$ cat config.mk
export PLATFORM = sky130hd
export DESIGN_NAME = rtypr_isqrt
export DESIGN_NICKNAME = d
export VERILOG_FILES = /design/src/rtl/core/rtypr_pkg.sv /design/src/rtl/core/rtypr_isqrt.sv
export SDC_FILE = /design/constraint.sdc
export NUM_CORES = 2
export LEC_CHECK = 0
export BUFFER_PORTS_ARGS = -buffer_cell sky130_fd_sc_hd__buf_2
export CORE_ASPECT_RATIO = 1.4
export CORE_UTILIZATION = 37
export DETAILED_ROUTE_END_ITERATION = 12
export PLACE_DENSITY_LB_ADDON = 0.15
export RECOVER_POWER = 100
export SLEW_MARGIN = 20
export SYNTH_ARGS = -nofsm -noshare
export SYNTH_HDL_FRONTEND = slang
export SYNTH_SLANG_ARGS = --single-unit
$ cat constraint.sdc
create_clock -name clk -period 8.9 [get_ports clk]
set_input_delay 0.89 -clock clk [delete_from_list [all_inputs] [get_ports clk]]
set_output_delay 0.89 -clock clk [all_outputs]
set_load 0.01 [all_outputs]
$ cat src/rtl/core/rtypr_pkg.sv
// ----------------------------------------------------------------------------
// rtypr_pkg: shared constants and tables for the rotation to Euler angle block
// Widths, pipeline latencies, CORDIC arctangent table and angle constants.
// ----------------------------------------------------------------------------
package rtypr_pkg;

  localparam int IN_W       = 16;           // matrix element width, Q1.14
  localparam int ANG_FRAC   = 7;            // fraction bits of output angles
  localparam int ACC_FRAC   = 24;           // fraction bits of the angle accumulator
  localparam int STEPS      = 24;           // CORDIC micro-rotations
  localparam int NORM_N     = 6;            // normalizing shift stages (32,16,8,4,2,1)
  localparam int CIN_W      = 34;           // CORDIC operand width at its input
  localparam int CW         = 46;           // CORDIC x/y datapath width
  localparam int MAG_W      = 42;           // magnitude tracked while normalizing
  localparam int ZW         = 35;           // angle accumulator width
  localparam int ROUND_SH   = ACC_FRAC - ANG_FRAC;
  localparam int RW         = ZW - ROUND_SH;
  localparam int OUT_W      = 16;           // yaw and roll field width
  localparam int PITCH_W    = 15;           // pitch field width
  localparam int PROD_W     = 2 * IN_W;
  localparam int SQ_W       = 32;
  localparam int RAD_W      = 48;           // radicand: sum of squares times 2^16
  localparam int ROOT_W     = RAD_W / 2;
  localparam int REM_W      = ROOT_W + 3;
  localparam int ISQ_LAT    = ROOT_W;
  localparam int COR_NS     = 1 + NORM_N + STEPS;   // pre-stage, shifts, rotations
  localparam int COR_LAT    = COR_NS + 1;           // plus rounding register
  localparam int LAT        = 2 + ISQ_LAT + COR_LAT + 1;
  localparam int DATA_IN_W  = 7 * IN_W;
  localparam int DATA_OUT_W = 48;

  localparam logic signed [ZW-1:0] Z_180 = ZW'(64'sd180 <<< ACC_FRAC);
  localparam logic signed [ZW-1:0] Z_90  = ZW'(64'sd90 <<< ACC_FRAC);
  localparam logic signed [RW-1:0] HALF_TURN = RW'(180 * (2 ** ANG_FRAC));
  localparam logic signed [RW-1:0] FULL_TURN = RW'(360 * (2 ** ANG_FRAC));
  localparam logic signed [OUT_W-1:0] PITCH_LIM = OUT_W'(90 * (2 ** ANG_FRAC));

  // Shift applied by normalizing stage s.
  function automatic int norm_sh(input int s);
    return 32 >> s;
  endfunction

  // atan(2^-i) in degrees with ACC_FRAC fraction bits.
  function automatic logic signed [ZW-1:0] atan_tab(input int i);
    logic signed [ZW-1:0] v;
    case (i)
      0:  v = ZW'(64'd754974720);
      1:  v = ZW'(64'd445687602);
      2:  v = ZW'(64'd235489088);
      3:  v = ZW'(64'd119537938);
      4:  v = ZW'(64'd60000934);
      5:  v = ZW'(64'd30029717);
      6:  v = ZW'(64'd15018523);
      7:  v = ZW'(64'd7509720);
      8:  v = ZW'(64'd3754917);
      9:  v = ZW'(64'd1877466);
      10: v = ZW'(64'd938734);
      11: v = ZW'(64'd469367);
      12: v = ZW'(64'd234684);
      13: v = ZW'(64'd117342);
      14: v = ZW'(64'd58671);
      15: v = ZW'(64'd29335);
      16: v = ZW'(64'd14668);
      17: v = ZW'(64'd7334);
      18: v = ZW'(64'd3667);
      19: v = ZW'(64'd1833);
      20: v = ZW'(64'd917);
      21: v = ZW'(64'd458);
      22: v = ZW'(64'd229);
      23: v = ZW'(64'd115);
      default: v = '0;
    endcase
    return v;
  endfunction

endpackage

$ cat src/rtl/core/rtypr_isqrt.sv
// ----------------------------------------------------------------------------
// rtypr_isqrt: pipelined integer square root
// Restoring digit-by-digit method, one result bit per register stage.
// ----------------------------------------------------------------------------
module rtypr_isqrt (
  input  logic                          clk,
  input  logic                          en,
  input  logic [rtypr_pkg::RAD_W-1:0]   rad,
  output logic [rtypr_pkg::ROOT_W-1:0]  root
);
  import rtypr_pkg::*;

  logic [RAD_W-1:0]  v_r    [0:ISQ_LAT-1];
  logic [REM_W-1:0]  rem_r  [0:ISQ_LAT-1];
  logic [ROOT_W-1:0] root_r [0:ISQ_LAT-1];
  logic [RAD_W-1:0]  v_nxt    [0:ISQ_LAT-1];
  logic [REM_W-1:0]  rem_nxt  [0:ISQ_LAT-1];
  logic [ROOT_W-1:0] root_nxt [0:ISQ_LAT-1];

  always_comb begin
    logic [RAD_W-1:0]  vp;
    logic [REM_W-1:0]  rp;
    logic [ROOT_W-1:0] qp;
    logic [REM_W-1:0]  rsh;
    logic [REM_W-1:0]  trial;
    for (int j = 0; j < ISQ_LAT; j++) begin
      if (j == 0) begin
        vp = rad;
        rp = '0;
        qp = '0;
      end else begin
        vp = v_r[j-1];
        rp = rem_r[j-1];
        qp = root_r[j-1];
      end
      rsh   = {rp[REM_W-3:0], vp[RAD_W-1 -: 2]};
      trial = {1'b0, qp, 2'b01};
      if (rsh >= trial) begin
        rem_nxt[j]  = rsh - trial;
        root_nxt[j] = {qp[ROOT_W-2:0], 1'b1};
      end else begin
        rem_nxt[j]  = rsh;
        root_nxt[j] = {qp[ROOT_W-2:0], 1'b0};
      end
      v_nxt[j] = {vp[RAD_W-3:0], 2'b00};
    end
  end

  always_ff @(posedge clk) begin
    if (en) begin
      for (int j = 0; j < ISQ_LAT; j++) begin
        v_r[j]    <= v_nxt[j];
        rem_r[j]  <= rem_nxt[j];
        root_r[j] <= root_nxt[j];
      end
    end
  end

  assign root = root_r[ISQ_LAT-1];

endmodule

==> results by group <==
Outcome
  – Outcome: finished, violations left
  – Failing checks: max-capacitance violations, max-slew violations

Die
  – Core area: approximately 0.17 sq mm
  – Num ports: 74
  – Starting Density: 0.373
  – Die H: 495 um
  – FP Rows: 180
  – Die area: 0.175 sq mm
  – Die Width: between 300 and 400 um

Worst setup path
  – R2R Path Start: rem_r[2][27]
  – CP Cell Sequence: buf_12 -> clkbuf_1 -> clkbuf_1
  – Crit path depth: 3
  – Reg2Reg Setup Slack: 3850 ps
  – R2R cell count: 9
  – Setup crit end kind: register
  – Buffers & Inverters on Critical Path: 3
  – CP peak stage delay: between 2000 and 3000 ps
  – Nature of the critical path startpoint: input pin
  – Kind of critical path: input pin to register
  – CP Launch Point: en
  – CP dominant cell by count: clkbuf_1
  – CP required: about 9200 ps
  – Crit path max fanout: 149
  – Slowest CP cell: clkbuf_1
  – FF-to-FF End: rem_r[2][67]
  – Setup crit end: v_r[2][321]
  – Critical path's top delay family: buffers and inverters
  – Critical Path AT: about 5600 ps

Yosys
  – Seq/Total Area, Yosys: 0.653
  – Area leader, netlist: edfxtp_1
  – Post-synth EDFFs: 1,394
  – Top-count cell post-synth: edfxtp_1
  – Syn_nets: 5,261
  – Synth top area cells: edfxtp_1 (65%), ha_1 (6.3%), xnor2_1 (3.0%)
  – Post-synth top cells: edfxtp_1 (1,394), inv_1 (420), nor2_1 (334), ha_1 (325), a21oi_1 (320)
  – Synthesized flop and latch total: 1,394
  – Ys Warns: 0
  – Syn Area/Cell: 13.1 sq um
  – Cell area after synthesis: 0.0641 sq mm
  – Dominant synthesized flop cell: edfxtp_1
  – Yosys top cell area share: 0.653
  – Post-Syn Instances: between 4,000 and 5,000
  – Distinct cells, synth: 80
  – Asr flop ratio synth: 0

GRT
  – Vias in the first global route: 37,600
  – Met2 Resource Use GR: 0.286
  – Initial antenna violation count: 1
  – Grt ovf: 0
  – Peak-usage layer in the global routing report: met2
  – Global-route wire length before repair: 195,000 um
  – GR Util met1: 0.129
  – Met3 Use GR: 0.0251
  – Tot GR Track Use: 0.141
  – Pin count of the biggest net entering global routing: 191

STA
  – Final min period: 5340 ps
  – Worst slew pin tran: roughly 4500 ps
  – Final Hold Viols: 0
  – Final worst-path cycle share: 0.600
  – Fin. max-slew vios: 858
  – Final WS setup: 3560 ps
  – Setup Skew: between 20 and 30 ps
  – RSZ-0062 raised after global routing: no
  – Setup tns final: 0 ps
  – Final hold slack: 268 ps
  – Max Freq: 187 MHz
  – Final setup fails: 0
  – Slew margin rel.: -1.98

CTS
  – Resize count post-CTS: 0
  – H-tree level count: 4
  – Hold buffers post-CTS: 0
  – CTS root buf: clkbuf_16
  – CTS tree: done
  – Clk slew on worst S/H paths: 70 ps
  – CTS Sinks: 1,394
  – Clock latency on the worst-skew pair: 790 ps
  – Post-CTS Setup Bufs: 0
  – Clk buf depth: 3
  – TritonCTS buffer count: roughly 150

Job
  – Max-cap violations: 13

Drt
  – Initial DRC Count: 2,163
  – DR WL/cell: 16.7 um
  – Post-DR vias/cell: 4.94
  – Final wirelength: 125,000 um
  – DRC: 0
  – DR pass1 iterations: 5
  – Detail Route Antenna Nets: 0
  – Vias after detailed routing: 36,800

Power and ir drop
  – Leak: 27.5 nW
  – Power Density: 250 mW/mm^2
  – Max IR drop VDD: 200 uV
  – Power Total: 18.0 mW

Placed design
  – Placer Congestion: ~0.9
  – Final HPWL DP: 88,400 um
  – Setup WS pre-CTS: 4840 ps
  – Count of input and output buffers: 73
  – Cells after DPL: 7,185

Final layout
  – Post-route insts no fill: 7,452
  – Filler cells: 16,000
  – Final nets: about 5,400
  – Ratio of cells with drive above 1 in the final layout: 0.0661
  – Area grow syn2layout: 12.4%

Min path
  – Hold depth: 1
  – Hold/Removal Path Class: input pin to register
## per-layer routing
layer / share of wire / up-vias / routed length (um)
li1: - / 18400 / -
met5: 0 / - / 0
met4: 0.054 / 0 / 6680
met3: 0.029 / 304 / 3610
met1: 0.35 / 17600 / 43400
met2: 0.57 / 542 / 71000
## state kept, by name (all words and copies together), names as in the netlist
register,cells
rem_r,542
root_r,300
v_r,552
## worst min-delay path by stage
stage / startpoint / endpoint / slack, ps
3_5_place_dp: v_r[0][73] / v_r[0][121] / 400
5_1_grt: rad[14] / v_r[0][14] / 200
2_1_floorplan: v_r[0][52] / v_r[0][100] / 400
4_1_cts: rad[14] / v_r[0][14] / 170
6_report: rad[14] / v_r[0][14] / 270
3_3_place_gp: v_r[1][352] / v_r[2][32] / 400
## logic make-up after synthesis
| logic type | Yosys count | synth area share |
|---|---|---|
| buffers and inverters | 499 | 0.0294 |
| and+or+nand+nor | 1230 | 0.0945 |
| DFF | 1394 | 0.653 |
| other | 1 | 0.0000585 |
| AOI/OAI and AO/OA | 959 | 0.0926 |
| xor gates and xnor gates | 430 | 0.0589 |
| adders and majority gates | 325 | 0.0634 |
| muxes | 48 | 0.00835 |
## stage by stage
stage,util,instance area (sq um)
after global routing,0.419,72100
after detailed placement,0.391,67400
after CTS,0.420,72300
after global placement,0.391,67400
final,0.419,72100
after floorplan,-,64100
## where the power goes
part           internal, mW  switching [mW]  leakage, nW
clock network          3.60            2.60         2.38
registers              8.25           0.449         13.4
logic                  1.33            1.78         11.7
## cell type report
class                      instances  area [sq um]  share of cell area
sequential                      1394         41900               0.581
tap                             2275          2850              0.0395
inverter                         421          1580              0.0219
clock buffer                     172          3810              0.0529
multi-input combinational       2993         20300               0.282
clock inverter                    94          1080              0.0150
timing repair buffer             102           528             0.00733
antenna                            1          2.50           0.0000347
## cell usage in the layout, fill, tap and decap left out, drive strengths merged, types with 52 or more instances in the layout
cell type and n:
ha 325, edfxtp 1394, inv 428, clkbuf 224
nor2 334, o21ai 226, nand2 286, xor2 206
nor2b 52, a21oi 321, nand3 77, clkinv 63
a21o 127, o21a 64, nand2b 67, or3 54
nor4 59, xnor2 224, nor3 124
No activity file was read; power rests on OpenSTA's default activity.
